File: src/srsc_pkg.sv
// ----------------------------------------------------------------------------
// srsc_pkg
// Types, constants and helpers shared by the segment reassembler.
// ----------------------------------------------------------------------------
package srsc_pkg;

  localparam int unsigned BufferBytes = 4096;
  localparam logic [16:0] BufferLimit = 17'(BufferBytes);

  localparam logic [15:0] TypeEnd   = 16'h1234;
  localparam logic [15:0] TypeStart = 16'h1235;
  localparam logic [15:0] TypeMore  = 16'h1236;

  localparam logic [15:0] SegLimitRst = 16'd1024;
  localparam logic [12:0] MsgLimitRst = 13'd4096;

  typedef enum logic [1:0] {
    CFG_SEG_LIMIT = 2'd0,
    CFG_MSG_LIMIT = 2'd1
  } cfg_index_e;

  typedef enum logic [1:0] {
    PH_IDLE   = 2'd0,
    PH_HEADER = 2'd1,
    PH_DATA   = 2'd2
  } phase_e;

  typedef enum logic [2:0] {
    ST_MORE      = 3'd0,
    ST_OK        = 3'd1,
    ST_MISMATCH  = 3'd2,
    ST_TOO_LONG  = 3'd3,
    ST_OVERFLOW  = 3'd4,
    ST_UNKNOWN   = 3'd5,
    ST_TOO_SHORT = 3'd6
  } status_e;

  // status reported when a segment ends normally
  function automatic status_e end_status(logic [15:0] seg_type, logic [12:0] idx,
                                         logic [31:0] sum, logic [31:0] tail);
    status_e st;
    if (seg_type != TypeEnd) begin
      st = ST_MORE;
    end else if (idx < 13'd4) begin
      st = ST_TOO_SHORT;
    end else if (sum == tail) begin
      st = ST_OK;
    end else begin
      st = ST_MISMATCH;
    end
    return st;
  endfunction

endpackage

File: src/segment_reassembler_with_sum_check.sv
// ----------------------------------------------------------------------------
// segment_reassembler_with_sum_check
// Parses segment bodies byte by byte, reassembles messages, passes data
// bytes out with their message index and checks the 32-bit additive sum.
// ----------------------------------------------------------------------------
// a result reaches the result register in the cycle after its input transfer
// throughput: one byte per cycle, input stalls while a result waits untaken
// the result register frees when its result transfers or the byte has none
// reset: parser idle, message cleared, segment_limit 1024, message_limit 4096
// no result output until the first input transfer after reset
module segment_reassembler_with_sum_check (
  input  logic        clk_i,
  input  logic        rst_ni,
  input  logic        in_valid_i,
  output logic        in_ready_o,
  input  logic [7:0]  body_byte_i,
  input  logic        body_start_i,
  output logic        out_valid_o,
  input  logic        out_ready_i,
  output logic        data_valid_o,
  output logic [7:0]  data_byte_o,
  output logic [11:0] data_index_o,
  output logic        segment_done_o,
  output logic [2:0]  status_o,
  output logic [12:0] message_length_o,
  input  logic        cfg_valid_i,
  output logic        cfg_ready_o,
  input  logic [1:0]  cfg_index_i,
  input  logic [15:0] cfg_data_i
);

  logic [15:0] seg_limit_q;
  logic [12:0] msg_limit_q;

  srsc_pkg::phase_e phase_q, phase_d, phase_cur;
  logic [1:0]  hcnt_q, hcnt_d, hcnt_cur;
  logic [15:0] seg_type_q, seg_type_d;
  logic [15:0] remaining_q, remaining_d;
  logic [12:0] msg_idx_q, msg_idx_d;
  logic [31:0] sum_q, sum_d;
  logic [31:0] tail_q, tail_d;

  logic        out_valid_q, out_valid_d;
  logic        data_valid_q, data_valid_d;
  logic [7:0]  data_byte_q, data_byte_d;
  logic [11:0] data_index_q, data_index_d;
  logic        seg_done_q, seg_done_d;
  srsc_pkg::status_e status_q, status_d;
  logic [12:0] msg_len_q, msg_len_d;

  logic        in_fire;
  logic        res_valid;
  logic [15:0] len;
  logic [16:0] lim;
  logic [16:0] total;
  logic        is_start;
  logic        known_type;
  logic [12:0] base_idx;
  logic [31:0] base_sum;
  logic [31:0] base_tail;
  logic [12:0] idx_inc;
  logic [31:0] sum_inc;
  logic [31:0] tail_inc;
  logic [15:0] rem_dec;

  assign in_ready_o  = !out_valid_q || out_ready_i;
  assign in_fire     = in_valid_i && in_ready_o;
  assign cfg_ready_o = 1'b1;

  // config registers
  always_ff @(posedge clk_i or negedge rst_ni) begin
    if (!rst_ni) begin
      seg_limit_q <= srsc_pkg::SegLimitRst;
      msg_limit_q <= srsc_pkg::MsgLimitRst;
    end else if (cfg_valid_i) begin
      case (cfg_index_i)
        srsc_pkg::CFG_SEG_LIMIT: seg_limit_q <= cfg_data_i;
        srsc_pkg::CFG_MSG_LIMIT: msg_limit_q <= cfg_data_i[12:0];
        default: ;
      endcase
    end
  end

  assign len        = {body_byte_i, remaining_q[7:0]};
  assign lim        = ({4'd0, msg_limit_q} < srsc_pkg::BufferLimit) ?
                      {4'd0, msg_limit_q} : srsc_pkg::BufferLimit;
  assign is_start   = (seg_type_q == srsc_pkg::TypeStart);
  assign known_type = is_start || (seg_type_q == srsc_pkg::TypeEnd) ||
                      (seg_type_q == srsc_pkg::TypeMore);
  assign base_idx   = is_start ? 13'd0 : msg_idx_q;
  assign base_sum   = is_start ? 32'd0 : sum_q;
  assign base_tail  = is_start ? 32'd0 : tail_q;
  assign total      = {4'd0, base_idx} + {1'b0, len};

  assign idx_inc  = msg_idx_q + 13'd1;
  assign sum_inc  = (msg_idx_q >= 13'd4) ? sum_q + {24'd0, tail_q[7:0]} : sum_q;
  assign tail_inc = {body_byte_i, tail_q[31:8]};
  assign rem_dec  = remaining_q - 16'd1;

  assign phase_cur = body_start_i ? srsc_pkg::PH_HEADER : phase_q;
  assign hcnt_cur  = body_start_i ? 2'd0 : hcnt_q;

  always_comb begin
    phase_d      = phase_cur;
    hcnt_d       = hcnt_cur;
    seg_type_d   = seg_type_q;
    remaining_d  = remaining_q;
    msg_idx_d    = msg_idx_q;
    sum_d        = sum_q;
    tail_d       = tail_q;
    res_valid    = 1'b0;
    data_valid_d = 1'b0;
    data_byte_d  = 8'd0;
    data_index_d = 12'd0;
    seg_done_d   = 1'b0;
    status_d     = srsc_pkg::ST_MORE;
    msg_len_d    = 13'd0;
    case (phase_cur)
      srsc_pkg::PH_HEADER: begin
        hcnt_d = hcnt_cur + 2'd1;
        case (hcnt_cur)
          2'd0: seg_type_d = {8'd0, body_byte_i};
          2'd1: seg_type_d = {body_byte_i, seg_type_q[7:0]};
          2'd2: remaining_d = {8'd0, body_byte_i};
          default: begin
            remaining_d = len;
            hcnt_d      = 2'd0;
            if (len > seg_limit_q || total > lim || !known_type) begin
              res_valid  = 1'b1;
              seg_done_d = 1'b1;
              msg_len_d  = msg_idx_q;
              if (len > seg_limit_q) begin
                status_d = srsc_pkg::ST_TOO_LONG;
              end else if (total > lim) begin
                status_d = srsc_pkg::ST_OVERFLOW;
              end else begin
                status_d = srsc_pkg::ST_UNKNOWN;
              end
              msg_idx_d = 13'd0;
              sum_d     = 32'd0;
              tail_d    = 32'd0;
              phase_d   = srsc_pkg::PH_IDLE;
            end else begin
              msg_idx_d = base_idx;
              sum_d     = base_sum;
              tail_d    = base_tail;
              if (len == 16'd0) begin
                res_valid  = 1'b1;
                seg_done_d = 1'b1;
                msg_len_d  = base_idx;
                status_d   = srsc_pkg::end_status(seg_type_q, base_idx, base_sum, base_tail);
                phase_d    = srsc_pkg::PH_IDLE;
                if (seg_type_q == srsc_pkg::TypeEnd) begin
                  msg_idx_d = 13'd0;
                  sum_d     = 32'd0;
                  tail_d    = 32'd0;
                end
              end else begin
                phase_d = srsc_pkg::PH_DATA;
              end
            end
          end
        endcase
      end
      srsc_pkg::PH_DATA: begin
        res_valid    = 1'b1;
        data_valid_d = 1'b1;
        data_byte_d  = body_byte_i;
        data_index_d = msg_idx_q[11:0];
        msg_idx_d    = idx_inc;
        sum_d        = sum_inc;
        tail_d       = tail_inc;
        remaining_d  = rem_dec;
        if (rem_dec == 16'd0) begin
          seg_done_d = 1'b1;
          msg_len_d  = idx_inc;
          status_d   = srsc_pkg::end_status(seg_type_q, idx_inc, sum_inc, tail_inc);
          phase_d    = srsc_pkg::PH_IDLE;
          if (seg_type_q == srsc_pkg::TypeEnd) begin
            msg_idx_d = 13'd0;
            sum_d     = 32'd0;
            tail_d    = 32'd0;
          end
        end
      end
      default: ;
    endcase
  end

  always_comb begin
    out_valid_d = out_valid_q;
    if (in_fire && res_valid) begin
      out_valid_d = 1'b1;
    end else if (out_ready_i) begin
      out_valid_d = 1'b0;
    end
  end

  always_ff @(posedge clk_i or negedge rst_ni) begin
    if (!rst_ni) begin
      phase_q     <= srsc_pkg::PH_IDLE;
      hcnt_q      <= 2'd0;
      seg_type_q  <= 16'd0;
      remaining_q <= 16'd0;
      msg_idx_q   <= 13'd0;
      sum_q       <= 32'd0;
      tail_q      <= 32'd0;
      out_valid_q <= 1'b0;
    end else begin
      out_valid_q <= out_valid_d;
      if (in_fire) begin
        phase_q     <= phase_d;
        hcnt_q      <= hcnt_d;
        seg_type_q  <= seg_type_d;
        remaining_q <= remaining_d;
        msg_idx_q   <= msg_idx_d;
        sum_q       <= sum_d;
        tail_q      <= tail_d;
      end
    end
  end

  // result payload
  always_ff @(posedge clk_i) begin
    if (in_fire && res_valid) begin
      data_valid_q <= data_valid_d;
      data_byte_q  <= data_byte_d;
      data_index_q <= data_index_d;
      seg_done_q   <= seg_done_d;
      status_q     <= status_d;
      msg_len_q    <= msg_len_d;
    end
  end

  assign out_valid_o      = out_valid_q;
  assign data_valid_o     = data_valid_q;
  assign data_byte_o      = data_byte_q;
  assign data_index_o     = data_index_q;
  assign segment_done_o   = seg_done_q;
  assign status_o         = status_q;
  assign message_length_o = msg_len_q;

`ifndef SYNTHESIS
  a_result_has_content: assert property (@(posedge clk_i) disable iff (!rst_ni)
    out_valid_q |-> (data_valid_q || seg_done_q))
    else $error("result with neither data nor segment end");

  a_no_end_no_status: assert property (@(posedge clk_i) disable iff (!rst_ni)
    (out_valid_q && !seg_done_q) |-> (status_q == srsc_pkg::ST_MORE && msg_len_q == 13'd0))
    else $error("status or length without segment end");

  a_data_remaining: assert property (@(posedge clk_i) disable iff (!rst_ni)
    (phase_q == srsc_pkg::PH_DATA) |-> (remaining_q != 16'd0))
    else $error("data phase with no bytes remaining");

  a_index_bounded: assert property (@(posedge clk_i) disable iff (!rst_ni)
    {4'd0, msg_idx_q} <= srsc_pkg::BufferLimit)
    else $error("message index beyond buffer");

  a_data_gives_result: assert property (@(posedge clk_i) disable iff (!rst_ni)
    (in_fire && !body_start_i && phase_q == srsc_pkg::PH_DATA) |=> (out_valid_q && data_valid_q))
    else $error("data byte transfer without result");
`endif

endmodule

File: config.mk
export PLATFORM = sky130hd
export DESIGN_NAME = segment_reassembler_with_sum_check
export DESIGN_NICKNAME = d
export VERILOG_FILES = /design/src/srsc_pkg.sv /design/src/segment_reassembler_with_sum_check.sv
export SDC_FILE = /design/constraint.sdc
export NUM_CORES = 1
export LEC_CHECK = 0
export BUFFER_PORTS_ARGS = -buffer_cell sky130_fd_sc_hd__clkbuf_2
export CELL_PAD_IN_SITES_DETAIL_PLACEMENT = 0
export CELL_PAD_IN_SITES_GLOBAL_PLACEMENT = 1
export CORE_ASPECT_RATIO = 1.2
export CORE_MARGIN = 2
export CORE_UTILIZATION = 28
export DETAILED_ROUTE_END_ITERATION = 8
export PLACE_DENSITY = 0.5
export SYNTH_ARGS = -nofsm -noshare
export SYNTH_HDL_FRONTEND = slang
export SYNTH_SLANG_ARGS = --single-unit
File: constraint.sdc
create_clock -name clk_i -period 16.1 [get_ports clk_i]
set_input_delay 2.415 -clock clk_i [delete_from_list [all_inputs] [get_ports clk_i]]
set_output_delay 2.415 -clock clk_i [all_outputs]
set_load 0.05 [all_outputs]
# Word level (Yosys, flattened, before mapping)
# Cells that the tools add are included.
# totals
out_inout_bits	41
elab_cells	134
regBits	181
# classes
n_eq_ne	14
addsub	5
n_bitwise	1
n_lt_le_gt_ge	6
mux	65
reduce_logical	25
# ops
op	n
$mux W32	15
$mux W13	12
$pmux W32 S2	2
$pmux W16 S2	3
$eq A32 B32 Y1	2
$pmux W13 S2	2
$eq A16 B13 Y1 const B	3
$add A32 B8 Y32	1
$logic_not A16 Y1	2
$mux W3	9
$lt A13 B3 Y1 const B	2
$mux W2	10
$add A13 B16 Y17	1
$gt A17 B13 Y1	1
$gt A16 B16 Y1	1
$ne A16 B13 Y1 const B	1
$sub A16 B1 Y16 const B	1
$add A13 B1 Y13 const B	1
$ge A13 B3 Y1 const B	1
$lt A13 B13 Y1 const B	1
$reduce_and A3 Y1	3
$mux W1	8
$reduce_and A4 Y1	2
$eq A2 B1 Y1 const B	3
other kinds (15)	29

# Longest topological paths before layout
# logic_depth
word_depth	11
depth_mapped	30
depth_no_buf	27

# Least setup slack after synthesis
# OpenSTA, ideal clock, no wires.
# synth_path
kind	in2reg
start	input port body_byte_i[0]
end	register data_byte_q[0], in the netlist data_byte_o[0] (enable)
setup_time_ns	0.486
t_arrival_ns	7.639
path_stages	17
path_slack_ns	7.975
cell_sequence	ha_1 > a21oi_1 > o21ai_0 > a21o_1 > a21oi_1 > xnor2_1 > ha_1 > and4_1 > nand4_1 > nor2_1 > o31ai_1 > a31oi_1 > or3_1 > or3_1 > or4_1 > nor2_1 > o21ai_0
# synth_via
elab_chain_cells	8
elab_cells_between_ends	11
# synth_rtl
element	line_no	text
start: declaration	segment_reassembler_with_sum_check.sv:16	input logic [7:0] body_byte_i,
$add A13 B16 Y17	segment_reassembler_with_sum_check.sv:93	assign total = {4'd0, base_idx} + {1'b0, len};
$gt A17 B13 Y1	segment_reassembler_with_sum_check.sv:128	if (len > seg_limit_q || total > lim || !known_type) begin
$logic_or A1 B1 Y1 (2 in a row)	segment_reassembler_with_sum_check.sv:128	
$mux W1 (*)	segment_reassembler_with_sum_check.sv:128	
$mux W1 (*)	segment_reassembler_with_sum_check.sv:121	case (hcnt_cur)
$pmux W1 S2 (*)	segment_reassembler_with_sum_check.sv:118	case (phase_cur)
$logic_and A1 B1 Y1 (*)	segment_reassembler_with_sum_check.sv:225	if (in_fire && res_valid) begin
end signal: assignment	segment_reassembler_with_sum_check.sv:227	data_byte_q <= data_byte_d;
end: declaration	segment_reassembler_with_sum_check.sv:45	logic [7:0] data_byte_q, data_byte_d;
# Every way passes the cells marked *; elsewhere a longest branch is shown, timed or not.
# A chain may end at the register's enable or synchronous reset.

# Worst setup path after layout
# layout_path
start	register seg_type_q[10]
end	register tail_q[12]
# layout_via
elab_chain_cells	9
elab_cells_between_ends	19
# layout_rtl
element	line_no	text
start: declaration	segment_reassembler_with_sum_check.sv:37	logic [15:0] seg_type_q, seg_type_d;
start signal: assignment	segment_reassembler_with_sum_check.sv:214	seg_type_q <= seg_type_d;
$eq A16 B13 Y1	segment_reassembler_with_sum_check.sv:87	assign is_start = (seg_type_q == srsc_pkg::TypeStart);
$mux W13	segment_reassembler_with_sum_check.sv:90	assign base_idx = is_start ? 13'd0 : msg_idx_q;
$add A13 B16 Y17	segment_reassembler_with_sum_check.sv:93	
$gt A17 B13 Y1	segment_reassembler_with_sum_check.sv:128	
$logic_or A1 B1 Y1 (2 in a row)	segment_reassembler_with_sum_check.sv:128	
$mux W32	segment_reassembler_with_sum_check.sv:128	
$mux W32	segment_reassembler_with_sum_check.sv:121	
$pmux W32 S2 (*)	segment_reassembler_with_sum_check.sv:118	
end signal: assignment	segment_reassembler_with_sum_check.sv:218	tail_q <= tail_d;
end: declaration	segment_reassembler_with_sum_check.sv:41	logic [31:0] tail_q, tail_d;
# Every way passes the cells marked *; elsewhere a longest branch is shown, timed or not. The select of a mux whose other input is x is not followed.

==> impl_metrics.py <==
metrics = {
    "synth": {
        "synth_top_cell_by_area": "dfrtp_1",
        "yosys_warnings": 0,
        "synth.top_cell.area_share_pct": 29.39,
        "ys_types": 89,
        "synth-edff-count": 38,
        "leading_cell_types_by_total_area_after_synthesis": "dfrtp_1, edfxtp_1, ha_1",
        "leading_cell_types_by_count_after_synthesis": "dfrtp_1, nand2_1, o21ai_0",
        "syn_inst": 1330,
        "asyncSetResetFlopFracSynth_pct": 79.01,
        "synth_seq_cells": 181,
        "post_synth_instance_area_sq_um": 12000,
        "syn_area_per_cell_sq_um": 9.026,
        "sequential_element_share_of_the_synthesized_area_pct": 39.34,
        "mappedNetlistNets": 1420,
        "yosysMostFrequentCell": "dfrtp_1",
        "synth_flop_cell": "dfrtp_1",
    },
    "setup_path": {
        "path_delay_family": "simple AND/OR/NAND/NOR gates",
        "worst-setup-path-type": "reg -> reg",
        "worstPathMaxFanout": 42,
        "crit-reg2reg-launch": "seg_type_q[10]",
        "slack_of_the_worst_reg_to_reg_path_ns": 8.76,
        "timing.critical_path.arrival_ns": 7.74,
        "critical-path-max-stage-delay_ns": 0.55,
        "critical-path-slowest-cell": "buf_4",
        "worst_ep_required_time_ns": 16.50,
        "reg2reg_depth": 28,
        "setup.worst_path.end_class": "flop",
        "path_common_cell": "or3_1",
        "worst_setup_path_start_kind": "flop",
        "timing.rr.end": "tail_q[12]",
        "cp.buffers_inverters": 4,
    },
    "cells_and_area": {
        "final_cell_area_sq_um": 13360,
        "n_fill_cell": 4571,
        "nNetsFinal": 1428,
        "final_core_utilization_pct": 31.37,
        "finalNonFillerCells": 1903,
        "final_layout_size_suffix_gt1_share_pct": 12.07,
        "n_antenna_cell": 0,
        "seqCellArea_sq_um": 4722,
        "multi_input_comb_area_sq_um": 6693,
        "area_delta_synth_final_pct": 11.28,
    },
    "sta": {
        "timing.fmax_ghz": 0.1363,
        "actual_transition_at_the_worst_max_transition_pin_ns": 1.171,
        "finalSetupTns_ns": 0,
        "final_setup_violating_endpoints": 0,
        "rsz0062_at_grt": "false",
        "finalHoldWorstSlack_ns": 0.4857,
        "final_worst_setup_slack_ns": 8.762,
        "timing.final.max_slew_violations": 0,
        "period_utilisation_layout_pct": 45.58,
        "slew_headroom_pct": 21.42,
        "clock_skew_ns": 0.01345,
        "hold_viol": 0,
        "layout_min_cycle_time_ns": 7.338,
    },
    "worst_hold_path": {
        "hold_end": "seg_type_q[2]",
        "min-delay-start": "seg_type_q[2]",
        "min_path_type": "reg -> reg",
        "min_delay_path_depth": 2,
    },
    "power_and_ir_drop": {
        "total_power_mw": 1.284,
        "leakage_nw": 5.705,
        "vdd_ir_drop_max_uv": 75.35,
        "p_per_area_nw_per_um2": 96.16,
    },
    "placement": {
        "numPlacedInstances": 1871,
        "port_buf_inserts": 71,
        "gpl.final_weighted_congestion": 0.7969,
        "half_perimeter_wire_length_of_the_detailed_placement_result_um": 29320,
        "placedInstanceArea_sq_um": 12790,
        "detailedPlace.worstSlack_ns": 8.291,
    },
    "floorplan": {
        "core_region_area_sq_um": 42580,
        "top_level_ports": 73,
        "die_w_um": 193.0,
        "rows": 83,
        "initial_core_util_pct": 28.19,
        "die_area_sq_um": 44550,
        "die_h_um": 230.8,
    },
    "cts": {
        "post_cts_setup_repair_buffer_count": 0,
        "clk_root_buffer_cell": "clkbuf_16",
        "clkLatencyLatePin_ns": 0.47,
        "number_of_gates_resized_after_cts": 0,
        "tritoncts.num_buffers": 17,
        "cts_max_level": 4,
        "number_of_buffers_on_the_longest_clock_path": 2,
        "clock_tree_from_tritoncts": "yes",
        "cts_num_sinks": 181,
        "worst_setup_hold_path_clk_slew_ns": 0.08,
        "cts_hold_buffers": 0,
    },
    "global_route": {
        "grt_pass1_vias": 10130,
        "grt_util_all_layers_pct": 19.11,
        "grt_max_degree": 92,
        "initial_antenna_violation_count": 0,
        "globalRoute.totalOverflow": 0,
        "grt_first_pass_wirelength_um": 63540,
    },
    "routing": {
        "detailroute.via_count": 9956,
        "drcViolationCount": 0,
        "wl_per_cell_um": 21.61,
        "postRouteAntennaNets": 0,
        "first_iter_violations": 625,
        "drtPass1Iterations": 6,
        "wirelength_um": 41130,
        "detail_route.vias_per_cell": 5.232,
    },
    "status": {
        "run_status": "complete, no violations",
    },
    "flow_run": {
        "max-cap-violations": 0,
    },
}
registers in the layout, summed over array words and instances, names as in the netlist, 2 cells and up:
name / cells
sum_q: 32
tail_q: 32
remaining_q: 16
seg_limit_q: 16
seg_type_q: 16
message_length_o: 13
msg_idx_q: 13
msg_limit_q: 13
data_index_o: 12
data_byte_o: 8
status_o: 3
hcnt_q: 2
phase_q: 2
kinds of logic (layout without fill, tap and decap cells):
family                   Yosys count  count (layout)  synth area share [%]
flip-flops                       181             181                 39.34
adder cells (fa/ha/maj)           61              61                 6.421
AND/OR/NAND/NOR                  430             430                 18.36
buffers and inverters            152             173                 5.118
AO/OA/AOI/OAI                    382             382                 21.44
multiplexers                      17              17                 1.563
other                              1               1               0.03124
XOR/XNOR                         106             106                 7.734
cells in the final DEF, fill, tap and decap left out, drive strengths merged, types with 12 or more instances in the layout:
cell    netlist  routed
nor4         16      16
a22o         49      49
edfxtp       38      38
nand2b       19      19
xnor2        56      56
nand2       126     126
clkbuf       70      87
a31oi        22      22
buf          29      18
or3          15      15
nor3         40      40
a21oi        80      80
dfrtp       141     141
and2         18      18
nand3        24      24
nor2         85      85
o22ai        13      13
inv          53      60
o21ai        92      92
ha           56      56
xor2         50      50
and3         12      12
mux2         14      14
a21o         28      28
nand4        23      23
where the power goes:
group | total, mW | internal, mW | switching, mW
clock network | 0.420 | 0.204 | 0.216
logic | 0.278 | 0.105 | 0.173
registers | 0.586 | 0.521 | 0.0646
total | 1.28 | 0.831 | 0.454
worst min-delay path: cells and delay by family (launching register included):
kind	cells	cell delay, ns
compound gates	1	0.06
flops	1	0.35
simple gates	1	0.05
metal layers:
layer  track usage (%)  vias up  wire, um
met5                 0        -         0
met4             5.848        0       928
met3             2.812       48      1081
met2             33.22      175     20910
met1             24.25     4899     18210
li1                  -     4834         -
worst max-delay path by stage:
stage,cells past startpoint,start,to
2_1_floorplan,17,body_byte_i[0],data_byte_o[0]
3_3_place_gp,18,body_byte_i[0],sum_q[27]
3_5_place_dp,18,body_byte_i[0],tail_q[6]
4_1_cts,28,seg_type_q[10],tail_q[12]
5_1_grt,28,seg_type_q[10],sum_q[27]
6_report,28,seg_type_q[10],tail_q[12]
layout make-up:
class	instances	area share [%]
Inverter	53	1.489
Multi-Input combinational cell	997	50.10
Sequential cell	181	35.35
Clock buffer	17	3.185
Timing Repair Buffer	88	3.662
Tap cell	552	5.170
Clock inverter	15	1.040
Power figures use the tool's default switching activity.
